===== config.mk =====
export PLATFORM = sky130hd
export DESIGN_NAME = appliance_command_arbiter
export DESIGN_NICKNAME = d
export VERILOG_FILES = /design/src/hw/rtl/acarb_pkg.sv /design/src/hw/rtl/acarb_dedup.sv /design/src/hw/rtl/acarb_eval.sv /design/src/hw/rtl/appliance_command_arbiter.sv
export SDC_FILE = /design/constraint.sdc
export NUM_CORES = 1
export LEC_CHECK = 0
export CAP_MARGIN = 15
export CORE_AREA = 2 2 194 196
export DETAILED_ROUTE_END_ITERATION = 16
export DIE_AREA = 0 0 196 198
export DONT_BUFFER_PORTS = 1
export GPL_TIMING_DRIVEN = 0
export PLACE_DENSITY = 0.8
export SLEW_MARGIN = 40
export SYNTH_ARGS = -nofsm -noshare
export SYNTH_HDL_FRONTEND = slang
export SYNTH_SLANG_ARGS = --single-unit
export TNS_END_PERCENT = 100

===== constraint.sdc =====
create_clock -name aclk -period 11.22 [get_ports aclk]
set_input_delay 1.683 -clock aclk [delete_from_list [all_inputs] [get_ports aclk]]
set_output_delay 1.683 -clock aclk [all_outputs]
set_load 0.01 [all_outputs]

===== src/hw/rtl/acarb_pkg.sv =====
// Shared types, codes and helper functions of the appliance command arbiter.
// Used by every module of the block; it depends on nothing else.
`default_nettype none

package acarb_pkg;

    localparam int unsigned ORIGINS_DEF = 4;
    localparam int unsigned ID_W        = 32;

    typedef logic [2:0] status_t;
    localparam status_t ST_OK       = 3'd0;
    localparam status_t ST_NOCHANGE = 3'd1;
    localparam status_t ST_BADVALUE = 3'd2;
    localparam status_t ST_BADTRANS = 3'd3;
    localparam status_t ST_DUP      = 3'd4;

    typedef logic [1:0] req_t;
    localparam req_t REQ_CMD    = 2'd0;
    localparam req_t REQ_TOGGLE = 2'd1;
    localparam req_t REQ_TICK   = 2'd2;
    localparam req_t REQ_DONE   = 2'd3;

    typedef logic [3:0] kind_t;
    localparam kind_t K_POWER  = 4'd0;
    localparam kind_t K_FAN    = 4'd1;
    localparam kind_t K_MIST   = 4'd2;
    localparam kind_t K_BREEZE = 4'd3;
    localparam kind_t K_SWING  = 4'd4;
    localparam kind_t K_DIR    = 4'd5;
    localparam kind_t K_POS    = 4'd6;
    localparam kind_t K_TIMER  = 4'd7;
    localparam kind_t K_CLEAR  = 4'd8;

    localparam logic [1:0] ORG_SYSTEM = 2'd0;

    typedef struct packed {
        req_t              req_type;
        logic [1:0]        origin;
        logic [ID_W-1:0]   request_id;
        kind_t             cmd_kind;
        logic signed [7:0] cmd_value;
        logic [31:0]       uptime_seconds;
    } item_t;

    typedef struct packed {
        logic              power;
        logic [2:0]        fan;
        logic              mist;
        logic [2:0]        breeze;
        logic [1:0]        swing;
        logic signed [1:0] direction;
        logic [11:0]       remaining;
        logic [11:0]       duration;
        logic              pending;
        logic [31:0]       timer_mark;
        logic [31:0]       now_uptime;
        logic [31:0]       revision;
        logic [1:0]        source;
    } ctl_state_t;

    localparam ctl_state_t CTL_RESET = '{
        power: 1'b0, fan: 3'd1, mist: 1'b0, breeze: 3'd0, swing: 2'd0,
        direction: 2'sd0, remaining: 12'd0, duration: 12'd0, pending: 1'b0,
        timer_mark: 32'd0, now_uptime: 32'd0, revision: 32'd0, source: ORG_SYSTEM
    };

    typedef struct packed {
        logic org_ok;
        logic dup;
    } dedup_look_t;

    typedef struct packed {
        logic            wr_en;
        logic [1:0]      origin;
        logic [ID_W-1:0] id;
    } dedup_upd_t;

    function automatic logic value_ok(kind_t k, logic signed [7:0] v);
        logic ok;
        case (k)
            K_POWER:  ok = v inside {8'sd0, 8'sd1};
            K_FAN:    ok = (v >= 8'sd1) && (v <= 8'sd5);
            K_MIST:   ok = (v >= 8'sd0) && (v <= 8'sd1);
            K_BREEZE: ok = (v >= 8'sd0) && (v <= 8'sd6);
            K_SWING:  ok = (v >= 8'sd0) && (v <= 8'sd3);
            K_DIR:    ok = (v >= -8'sd1) && (v <= 8'sd1);
            K_POS:    ok = (v >= -8'sd3) && (v <= 8'sd3);
            K_TIMER:  ok = v inside {8'sd0, 8'sd15, 8'sd30, 8'sd45, 8'sd60};
            K_CLEAR:  ok = (v == 8'sd0);
            default:  ok = 1'b0;
        endcase
        return ok;
    endfunction

    // Minutes to seconds for the accepted timer settings only.
    function automatic logic [11:0] timer_secs(logic signed [7:0] v);
        logic [11:0] s;
        case (v)
            8'sd15:  s = 12'd900;
            8'sd30:  s = 12'd1800;
            8'sd45:  s = 12'd2700;
            8'sd60:  s = 12'd3600;
            default: s = 12'd0;
        endcase
        return s;
    endfunction

endpackage

`default_nettype wire


===== src/hw/rtl/acarb_dedup.sv =====
// Per-origin request serial history and the duplicate and origin range checks.
// Depends on acarb_pkg.
`default_nettype none

module acarb_dedup #(
    parameter int unsigned ORIGINS = acarb_pkg::ORIGINS_DEF
) (
    input  wire logic                      aclk,
    input  wire logic                      aresetn,
    input  wire logic [1:0]                look_org,
    input  wire logic [acarb_pkg::ID_W-1:0] look_id,
    output acarb_pkg::dedup_look_t         look,
    input  wire acarb_pkg::dedup_upd_t     upd
);

    localparam int unsigned IDX_W = (ORIGINS > 1) ? $clog2(ORIGINS) : 1;
    localparam int unsigned OW    = IDX_W + 2;

    logic [ORIGINS-1:0]          seen_reg;
    logic [acarb_pkg::ID_W-1:0]  last_id_reg [ORIGINS];
    logic [OW-1:0]               look_wide;
    logic [OW-1:0]               upd_wide;
    logic [IDX_W-1:0]            look_idx;
    logic [IDX_W-1:0]            upd_idx;
    logic [acarb_pkg::ID_W-1:0]  diff;

    assign look_wide = OW'(look_org);
    assign upd_wide  = OW'(upd.origin);
    assign look_idx  = look_wide[IDX_W-1:0];
    assign upd_idx   = upd_wide[IDX_W-1:0];

    // A serial counts as seen when it does not lie ahead of the last one in wrapping order.
    assign diff        = look_id - last_id_reg[look_idx];
    assign look.org_ok = look_wide < OW'(ORIGINS);
    assign look.dup    = look.org_ok && (look_id != '0) && seen_reg[look_idx]
                         && ((diff == '0) || diff[acarb_pkg::ID_W-1]);

    always_ff @(posedge aclk) begin
        if (!aresetn) begin
            seen_reg <= '0;
        end else if (upd.wr_en) begin
            seen_reg[upd_idx] <= 1'b1;
        end
    end

    always_ff @(posedge aclk) begin
        if (upd.wr_en) begin
            last_id_reg[upd_idx] <= upd.id;
        end
    end

endmodule

`default_nettype wire


===== src/hw/rtl/acarb_eval.sv =====
// Next-state and status logic for one request: command checks, apply and timer countdown.
// Depends on acarb_pkg; the duplicate lookup comes from acarb_dedup.
`default_nettype none

module acarb_eval (
    input  wire acarb_pkg::item_t       item,
    input  wire acarb_pkg::ctl_state_t  cur,
    input  wire logic                   lock,
    input  wire acarb_pkg::dedup_look_t look,
    output acarb_pkg::ctl_state_t       nxt,
    output acarb_pkg::status_t          status,
    output acarb_pkg::dedup_upd_t       upd
);

    logic [1:0]                 c_org;
    logic [acarb_pkg::ID_W-1:0] c_rid;
    acarb_pkg::kind_t           c_kind;
    logic signed [7:0]          c_val;
    logic                       c_org_ok;
    logic                       c_dup;
    logic                       p;
    logic                       chg;
    logic [11:0]                secs;
    logic [31:0]                elapsed;
    logic                       expire;

    always_comb begin
        c_org    = item.origin;
        c_rid    = item.request_id;
        c_kind   = item.cmd_kind;
        c_val    = item.cmd_value;
        c_org_ok = look.org_ok;
        c_dup    = look.dup;
        if (item.req_type == acarb_pkg::REQ_TOGGLE) begin
            c_kind = acarb_pkg::K_POWER;
            c_val  = cur.power ? 8'sd0 : 8'sd1;
        end else if (item.req_type == acarb_pkg::REQ_DONE) begin
            c_org    = acarb_pkg::ORG_SYSTEM;
            c_rid    = '0;
            c_kind   = acarb_pkg::K_POWER;
            c_val    = 8'sd0;
            c_org_ok = 1'b1;
            c_dup    = 1'b0;
        end
    end

    assign p       = (c_val != 8'sd0);
    assign secs    = acarb_pkg::timer_secs(c_val);
    assign elapsed = item.uptime_seconds - cur.timer_mark;
    assign expire  = (elapsed[31:12] != '0) || (elapsed[11:0] >= cur.remaining);

    always_comb begin
        nxt        = cur;
        status     = acarb_pkg::ST_NOCHANGE;
        upd.wr_en  = 1'b0;
        upd.origin = c_org;
        upd.id     = c_rid;
        chg        = 1'b0;
        if (item.req_type == acarb_pkg::REQ_TICK) begin
            nxt.now_uptime = item.uptime_seconds;
            nxt.timer_mark = item.uptime_seconds;
            if (cur.power && (cur.remaining != '0) && !cur.pending && (elapsed != '0)) begin
                if (expire) begin
                    nxt.remaining = '0;
                    nxt.swing     = '0;
                    nxt.direction = '0;
                    nxt.pending   = 1'b1;
                end else begin
                    nxt.remaining = cur.remaining - elapsed[11:0];
                end
                nxt.revision = cur.revision + 32'd1;
                nxt.source   = acarb_pkg::ORG_SYSTEM;
                status       = acarb_pkg::ST_OK;
            end
        end else if ((item.req_type == acarb_pkg::REQ_DONE) && !cur.pending) begin
            status = acarb_pkg::ST_BADTRANS;
        end else if (!c_org_ok) begin
            status = acarb_pkg::ST_BADVALUE;
        end else if ((c_org != acarb_pkg::ORG_SYSTEM) && (c_rid == '0)) begin
            status = acarb_pkg::ST_BADVALUE;
        end else if ((c_org != acarb_pkg::ORG_SYSTEM) && lock) begin
            status = acarb_pkg::ST_BADTRANS;
        end else if (c_dup) begin
            status = acarb_pkg::ST_DUP;
        end else if (!acarb_pkg::value_ok(c_kind, c_val)) begin
            status = acarb_pkg::ST_BADVALUE;
        end else if ((c_kind != acarb_pkg::K_POWER) && (c_kind != acarb_pkg::K_CLEAR)
                     && !cur.power) begin
            status = acarb_pkg::ST_BADTRANS;
        end else begin
            upd.wr_en = (c_rid != '0);
            case (c_kind)
                acarb_pkg::K_POWER: begin
                    chg = (cur.power != p) || (cur.remaining != '0) || cur.pending;
                    nxt.remaining  = '0;
                    nxt.duration   = '0;
                    nxt.pending    = 1'b0;
                    nxt.timer_mark = cur.now_uptime;
                    if (chg) begin
                        nxt.power = p;
                        if (!p) begin
                            nxt.fan       = 3'd1;
                            nxt.mist      = 1'b0;
                            nxt.breeze    = '0;
                            nxt.swing     = '0;
                            nxt.direction = '0;
                        end
                    end
                end
                acarb_pkg::K_FAN: begin
                    chg = (cur.fan != c_val[2:0]) || (cur.breeze != '0);
                    nxt.fan    = c_val[2:0];
                    nxt.breeze = '0;
                end
                acarb_pkg::K_MIST: begin
                    chg      = (cur.mist != c_val[0]);
                    nxt.mist = c_val[0];
                end
                acarb_pkg::K_BREEZE: begin
                    chg        = (cur.breeze != c_val[2:0]);
                    nxt.breeze = c_val[2:0];
                end
                acarb_pkg::K_SWING: begin
                    chg       = (cur.swing != c_val[1:0]);
                    nxt.swing = c_val[1:0];
                end
                acarb_pkg::K_DIR: begin
                    chg           = 1'b1;
                    nxt.direction = c_val[1:0];
                    nxt.swing     = '0;
                end
                acarb_pkg::K_POS: begin
                    chg       = 1'b1;
                    nxt.swing = '0;
                end
                acarb_pkg::K_TIMER: begin
                    chg = !((cur.remaining == secs) && !cur.pending);
                    if (chg) begin
                        nxt.remaining  = secs;
                        nxt.duration   = secs;
                        nxt.timer_mark = cur.now_uptime;
                        nxt.pending    = 1'b0;
                    end
                end
                acarb_pkg::K_CLEAR: begin
                    chg = cur.power || (cur.remaining != '0) || cur.pending;
                    nxt.power      = 1'b0;
                    nxt.fan        = 3'd1;
                    nxt.mist       = 1'b0;
                    nxt.breeze     = '0;
                    nxt.swing      = '0;
                    nxt.direction  = '0;
                    nxt.remaining  = '0;
                    nxt.duration   = '0;
                    nxt.pending    = 1'b0;
                    nxt.timer_mark = cur.now_uptime;
                end
                default: begin
                    chg = 1'b0;
                end
            endcase
            if (chg) begin
                nxt.revision = cur.revision + 32'd1;
                nxt.source   = c_org;
                status       = acarb_pkg::ST_OK;
            end
        end
    end

endmodule

`default_nettype wire


===== src/hw/rtl/appliance_command_arbiter.sv =====
// Top level of the appliance command arbiter: input register, control state, result register.
// Depends on acarb_pkg, acarb_dedup and acarb_eval.
//
// Usage: each beat on the s_axis channel is one request (a command, a power toggle, a timer
// tick with the current uptime, or completion of a timer shutdown), selected by s_axis_tuser.
// Every request yields exactly one beat on the m_axis channel carrying the status in
// m_axis_tuser and the full control state after the request in m_axis_tdata.
// A request is accepted into the input register, and its result is registered in the output
// register when the request leaves the input register. One request is taken every cycle
// while the receiver keeps taking results, since a request is evaluated and the state
// updated in the cycle it leaves the input register.
// When the receiver stalls, the result is held in the output register and one further beat
// may wait in the input register; s_axis_tready then falls until the result is taken.
// cfg_wen writes the provisioning lock from cfg_wdata; write it only while the block is idle.
// Reset powers the appliance off with fan speed one and all modes cleared, stops the timer,
// zeroes the revision, clears the lock and forgets all request serials.
`default_nettype none

module appliance_command_arbiter #(
    parameter int unsigned ORIGINS = acarb_pkg::ORIGINS_DEF
) (
    input  wire logic        aclk,
    input  wire logic        aresetn,
    input  wire logic        cfg_wen,
    input  wire logic        cfg_wdata,
    input  wire logic        s_axis_tvalid,
    output logic             s_axis_tready,
    // origin, request_id, cmd_kind, cmd_value, uptime_seconds, zero padding
    input  wire logic [79:0] s_axis_tdata,
    // req_type
    input  wire logic [1:0]  s_axis_tuser,
    output logic             m_axis_tvalid,
    input  wire logic        m_axis_tready,
    // power_on, fan_speed, mist_mode, breeze_mode, swing_mode, direction,
    // timer_remaining, timer_duration, shutdown_pending, revision, last_source, zero padding
    output logic [71:0]      m_axis_tdata,
    // status
    output logic [2:0]       m_axis_tuser
);

    acarb_pkg::item_t       s_item;
    acarb_pkg::item_t       in_item_reg;
    logic                   in_valid_reg;
    logic                   out_valid_reg;
    logic [71:0]            out_data_reg;
    acarb_pkg::status_t     out_status_reg;
    acarb_pkg::ctl_state_t  state_reg;
    acarb_pkg::ctl_state_t  state_next;
    acarb_pkg::status_t     status_next;
    logic [71:0]            data_next;
    logic                   lock_reg;
    logic                   advance;
    logic                   fire;
    acarb_pkg::dedup_look_t dd_look;
    acarb_pkg::dedup_upd_t  ev_upd;
    acarb_pkg::dedup_upd_t  dd_upd;

    assign s_item.req_type       = s_axis_tuser;
    assign s_item.origin         = s_axis_tdata[1:0];
    assign s_item.request_id     = s_axis_tdata[33:2];
    assign s_item.cmd_kind       = s_axis_tdata[37:34];
    assign s_item.cmd_value      = s_axis_tdata[45:38];
    assign s_item.uptime_seconds = s_axis_tdata[77:46];

    assign advance       = !out_valid_reg || m_axis_tready;
    assign fire          = in_valid_reg && advance;
    assign s_axis_tready = !in_valid_reg || advance;

    always_ff @(posedge aclk) begin
        if (!aresetn) begin
            in_valid_reg <= 1'b0;
        end else if (s_axis_tready) begin
            in_valid_reg <= s_axis_tvalid;
        end
    end

    always_ff @(posedge aclk) begin
        if (s_axis_tvalid && s_axis_tready) begin
            in_item_reg <= s_item;
        end
    end

    always_ff @(posedge aclk) begin
        if (!aresetn) begin
            lock_reg <= 1'b0;
        end else if (cfg_wen) begin
            lock_reg <= cfg_wdata;
        end
    end

    acarb_dedup #(
        .ORIGINS (ORIGINS)
    ) u_dedup (
        .aclk     (aclk),
        .aresetn  (aresetn),
        .look_org (in_item_reg.origin),
        .look_id  (in_item_reg.request_id),
        .look     (dd_look),
        .upd      (dd_upd)
    );

    acarb_eval u_eval (
        .item   (in_item_reg),
        .cur    (state_reg),
        .lock   (lock_reg),
        .look   (dd_look),
        .nxt    (state_next),
        .status (status_next),
        .upd    (ev_upd)
    );

    assign dd_upd.wr_en  = ev_upd.wr_en && fire;
    assign dd_upd.origin = ev_upd.origin;
    assign dd_upd.id     = ev_upd.id;

    always_ff @(posedge aclk) begin
        if (!aresetn) begin
            state_reg <= acarb_pkg::CTL_RESET;
        end else if (fire) begin
            state_reg <= state_next;
        end
    end

    assign data_next = {1'b0, state_next.source, state_next.revision, state_next.pending,
                        state_next.duration, state_next.remaining, state_next.direction,
                        state_next.swing, state_next.breeze, state_next.mist,
                        state_next.fan, state_next.power};

    always_ff @(posedge aclk) begin
        if (!aresetn) begin
            out_valid_reg <= 1'b0;
        end else if (advance) begin
            out_valid_reg <= in_valid_reg;
        end
    end

    always_ff @(posedge aclk) begin
        if (fire) begin
            out_data_reg   <= data_next;
            out_status_reg <= status_next;
        end
    end

    assign m_axis_tvalid = out_valid_reg;
    assign m_axis_tdata  = out_data_reg;
    assign m_axis_tuser  = out_status_reg;

    a_rev_idle: assert property (@(posedge aclk)
        aresetn && !fire |=> $stable(state_reg.revision))
        else $error("revision moved without a request");

    a_rev_ok: assert property (@(posedge aclk) disable iff (!aresetn)
        aresetn && fire |=> ((out_status_reg == acarb_pkg::ST_OK)
                             == (state_reg.revision == $past(state_reg.revision) + 32'd1)))
        else $error("revision step disagrees with status");

    a_pend_rem: assert property (@(posedge aclk) disable iff (!aresetn)
        state_reg.pending |-> (state_reg.remaining == '0))
        else $error("shutdown pending with timer still running");

    a_off_idle: assert property (@(posedge aclk) disable iff (!aresetn)
        !state_reg.power |-> (state_reg.fan == 3'd1) && !state_reg.mist
                             && (state_reg.breeze == '0) && (state_reg.swing == '0)
                             && (state_reg.direction == '0))
        else $error("motion settings kept while powered off");

endmodule

`default_nettype wire


Word-level counts from Yosys, hierarchy flattened
Memory sizes are Yosys's and may differ from the RTL's. A register that Yosys moved wholly into a read port is not among the register bits.
Cells that the tools add are included.
{ "totals": {"regBits": 296, "mem_bits_rw": 128, "input_bits": 88, "output_inout_bits": 77, "word_cells": 225, "memories": 1} }
{ "mem_list": {"columns": ["memory", "words", "word_bits", "read_ports", "rd_ports_with_merged_regs", "write_ports", "line_no", "source"], "rows": [
  ["u_dedup.last_id_reg", 4, 32, 1, 1, 1, "acarb_dedup.sv:20", "logic [acarb_pkg::ID_W-1:0] last_id_reg [ORIGINS];"]
]} }
{ "classes": {"addsub": 4, "magnitude_cmp": 13, "n_eq_ne": 29, "n_mux": 91, "bitwise": 1, "reduce_logical": 61} }
{ "op_table": {"columns": ["op", "n"], "rows": [
  ["two-way mux 69 bit", 7],
  ["two-way mux 34 bit", 10],
  ["one-hot mux 57 bit (2 select lines)", 1],
  ["nonzero test 32 bit", 3],
  ["zero test 32 bit", 2],
  ["two-way mux 32 bit", 2],
  ["subtractor 32 bit", 2],
  ["two-way mux 57 bit", 1],
  ["one-hot mux 12 bit (4 select lines)", 1],
  ["two-way mux 12 bit", 3],
  ["two-way mux 1 bit", 35],
  ["two-way mux 33 bit", 1],
  ["adder 32 x 1 -> 32 bit (second input constant)", 1],
  ["two-way mux 16 bit", 2],
  ["two-way mux 8 bit", 3],
  ["logical AND 1 bit", 22],
  ["two-way mux 3 bit", 7],
  ["nonzero test 20 bit", 1],
  ["one-hot mux 3 bit (3 select lines)", 2],
  ["equality test 4 x 3 -> 1 bit (second input constant)", 4],
  ["equality test 8 x 6 -> 1 bit (second input constant)", 2],
  [">= comparator 8 x 1 -> 1 bit (second input constant)", 2],
  ["<= comparator 8 x 4 -> 1 bit (second input constant)", 2],
  ["zero test 8 bit", 2],
  ["other kinds (48)", 81]
]} }

Logic depth before layout (Yosys ltp)
{ "logic_depth": {"depth_word": 28, "depth_mapped": 22, "ltp_nobuf": 21} }

Cells and area by module
Synthesis repeated with hierarchy kept, for this count alone.
{ "hier_totals": {"cells_unflattened": 2400, "hier_area_um2": 24138.2} }
{ "modules_own_cells": {"columns": ["mod", "instances", "cells_per_inst", "area_per_inst_um2", "seq_area_each_um2"], "rows": [
  ["appliance_command_arbiter", 1, 755, 10094.7, 7387.1],
  ["acarb_dedup", 1, 535, 7189.4, 3923.8],
  ["acarb_eval", 1, 1110, 6854.1, 0.0]
]} }

Worst setup path after synthesis
OpenSTA, ideal clock, no wires.
{ "synth_path": {"path_type": "flip-flop to flip-flop", "from": "reg (tool-made name)", "to": "mem u_dedup.last_id_reg[2][0] (netlist bit) (enable)", "setup_ps": 461, "t_arrival_ps": 6804, "required_time_ps": 10759, "setup_slack_ps": 3955, "path_stages_with_launch": 18, "path_buffers": 3, "period_less_slack_ps": 7265, "cell_sequence": "dfxtp_1 -> clkbuf_1 -> buf_1 -> mux4_2 -> ha_1 -> fa_1 -> nor2b_1 -> o211a_1 -> o31ai_4 -> a211o_1 -> and4_1 -> nor3_1 -> nor4_4 -> a211oi_2 -> a21oi_2 -> or4_1 -> buf_2 -> nor3_1"} }
{ "synth_rtl": {"columns": ["item", "line_no"], "rows": [
  ["end: declaration", "acarb_dedup.sv:20"]
]} }

==> results.json <==
{
  "setup_viol": 0,
  "clock_skew_ns": 0.02548,
  "cts_resized": 0,
  "drt_iter0_markers": 1451,
  "max-vdd-ir-drop_mv": 0.1601,
  "h-tree-depth": 2,
  "hold_slack_ns": 0.4565,
  "dp_hpwl_mm": 46.42,
  "min_path_type": "reg -> reg",
  "cp_max_fo": 10,
  "r2r_end": "u_dedup.last_id_reg[2][10]$_DFFE_PP_",
  "maxSlewHeadroom_pct": 41.93,
  "fin_crit_ns": 6.947,
  "rows": 71,
  "crit_arrival_ns": 7.24,
  "viasPerCell": 6.586,
  "yosys_warnings": 0,
  "syn-cell-area_mm2": 0.02360,
  "ctsLongestPathBuffers": 3,
  "grt_pass1_vias": 18165,
  "worstSkewPairLatency_ns": 0.61,
  "final_max_slew_viol_count": 0,
  "globalplace.congestion": 0.9665,
  "worst-path-stages": 21,
  "clock-sinks": 426,
  "end_kind": "register",
  "dr.pass1.iters": 7,
  "grt_remaining_overflow": 0,
  "layout_commonest_cell": "nand2_1",
  "path_clk_slew_ns": 0.07,
  "die_w_um": 196,
  "async_flop_share_pct": 0,
  "hold_viol_final": 0,
  "leakage_nw": 9.247,
  "most-common-layout-cells": "nand2_1 (285), edfxtp_1 (282), a21oi_1 (160)",
  "layout.nets": 2507,
  "routed_wl_mm": 63.19,
  "crit_path_frequent_cell": "buf_2",
  "cts_buffers": 45,
  "fmax_ghz": 0.1439,
  "vias": 18796,
  "rr_worst_depth": 21,
  "met1_usage_pct": 41.15,
  "cap_violations": 0,
  "rsz0062_at_grt": "false",
  "cts_tree": "done",
  "io_buffers": 0,
  "synth_edf_count": 282,
  "antenna_found_initial": 3,
  "path_cells": "clkbuf_1, buf_2, mux4_2, inv_1, ha_1, clkbuf_1, a21oi_1, o211ai_1, a211oi_1, o31ai_1, a31oi_1, xnor2_1, nand2_1, nor2_1, a21oi_2, or4_1, buf_2, nor3_2, buf_4, buf_4, buf_2",
  "syn_area_per_cell_um2": 10.34,
  "die-area_mm2": 0.03881,
  "fin_crit_sh_pct": 61.92,
  "cp.required_ns": 11.51,
  "fin_setup_tns_ns": 0,
  "cts_hold_buf": 0,
  "grt_use_met3_pct": 7.256,
  "cp_slowest_stage_delay_ns": 0.56,
  "ys_types": 102,
  "drive_gt1_share_pct": 10.64,
  "synthCells": 2282,
  "routedWlPerCell_um": 22.14,
  "worst_hold_path.endpoint": "state_reg[60]$_SDFFE_PN0P_",
  "crit_path_start_kind": "register",
  "pin_count": 165,
  "use_met2_pct": 53.28,
  "grt_start_max_net_pins": 47,
  "post_cts_buffers": 0,
  "final_antenna_net_count": 0,
  "clockRootBuffer": "clkbuf_16",
  "drc": 0,
  "crit_slowest_cell": "mux4_2",
  "top_usage_layer": "met2",
  "pwr_density_cell_mw_per_mm2": 154.7,
  "hp-start": "state_reg[60]$_SDFFE_PN0P_",
  "largest_register_ff_count": 135,
  "initial_core_util_pct": 63.87,
  "holdPathStages": 2,
  "ys.flop_type": "edfxtp_1",
  "critPathBufInv": 8,
  "fp.dieH_um": 198,
  "timing_worst_setup_path_type": "reg -> reg",
  "syn_nets": 2448,
  "outcome": "complete, no violations",
  "cp_top_family": "compound AO/OA/AOI/OAI gates",
  "core_area_mm2": 0.03696,
  "yosysSeqAreaShare_pct": 48.09,
  "area_growth_pct": 10.42,
  "reg2reg_setup_slack_ns": 4.27,
  "grt_first_pass_wirelength_mm": 98.73,
  "ys_seq_elements": 426,
  "grt_util_all_layers_pct": 32.35,
  "worst_slew_pin_slew_ns": 0.8711
}
stage by stage:
stage | area (um^2) | worst slack [ns] | power, mW | std cells | utilization, %
2_1_floorplan | 23600 | 3.955 | 2.267 | 2282 | -
3_5_place_dp | 24440 | 4.387 | 2.447 | 2768 | 66.13
3_3_place_gp | 24200 | 1.242 | 2.434 | 2756 | 65.47
4_1_cts | 26050 | 4.326 | 4.036 | 2852 | 70.49
5_1_grt | 26060 | 3.807 | 4.172 | 2852 | 70.51
6_report | 26060 | 4.273 | 4.032 | 2854 | 70.52
tightest hold or removal path: stages (launching register included):
cell     delay [ns]
dfxtp_1        0.31
nand2_1        0.05
a21oi_1        0.05
power by group:
group / switching, mW / leakage (nW) / internal (mW)
Clock: 0.670 / 0.788 / 0.931
Sequential: 0.0387 / 3.78 / 1.72
Combinational: 0.443 / 4.68 / 0.228
cells in the mapped netlist, types with 20 or more instances:
master | n | share of area (%)
nand2_1 | 285 | 4.5
edfxtp_1 | 282 | 36
a21oi_1 | 160 | 3.4
dfxtp_1 | 144 | 12
inv_1 | 103 | 1.6
nor2_1 | 91 | 1.4
clkbuf_1 | 87 | 1.4
ha_1 | 75 | 4.0
o21ai_0 | 66 | 1.4
nor3_1 | 54 | 1.1
nand2b_1 | 47 | 1.2
nand3_1 | 47 | 1.0
a211oi_1 | 46 | 1.5
xor2_1 | 45 | 1.7
and2_1 | 44 | 1.2
mux2i_1 | 41 | 1.7
nand4_1 | 40 | 1.1
a22oi_1 | 37 | 1.2
mux4_2 | 33 | 3.1
a21o_1 | 30 | 0.95
a221oi_2 | 30 | 1.9
buf_2 | 29 | 0.61
xnor2_1 | 27 | 1.0
nor4_1 | 26 | 0.69
nor2b_1 | 22 | 0.58
o211ai_1 | 22 | 0.70
o21a_1 | 22 | 0.70
a31oi_1 | 20 | 0.53
or3_1 | 20 | 0.53
cells by family (layout without fill, tap and decap cells):
kind of cell / after synthesis / after routing / synth area share [%]
simple gates: 767 / 767 / 16.49
compound gates: 626 / 626 / 19.42
flops: 426 / 426 / 48.09
buf+inv: 234 / 330 / 4.002
fa+ha+maj: 78 / 78 / 4.230
mux: 78 / 78 / 5.078
xor+xnor: 72 / 72 / 2.672
other cells: 1 / 3 / 0.01589
how the worst max path moves through the flow:
stage | start | to | slack [ns]
finish | register | u_dedup.last_id_reg[2][10]$_DFFE_PP_ | 4.27
global route | register | u_dedup.last_id_reg[2][10]$_DFFE_PP_ | 3.81
CTS | register | u_dedup.last_id_reg[2][10]$_DFFE_PP_ | 4.33
detailed placement | register | u_dedup.last_id_reg[2][12]$_DFFE_PP_ | 4.39
global placement | register | u_dedup.last_id_reg[2][13]$_DFFE_PP_ | 1.24
floorplan | register | u_dedup.last_id_reg[2][0]$_DFFE_PP_ | 3.95
layer usage:
layer  share of wire (%)  wire [um]
met3                 6.9       4340
met1                  42      26510
met2                  47      29610
met4                 4.3       2712
met5               0.025         16
area by class of cell:
type,instances,area [um^2]
well taps,474,593.1
repair buffers,12,200.2
plain buffers,130,563.0
clock buffers,49,1161
fillers,2688,10890
inverters,104,395.4
diodes,2,5.005
multi-input cells,1622,11340
flip-flops and latches,426,11350
clock inverters,35,450.4
(Power assumes the default switching activity.)
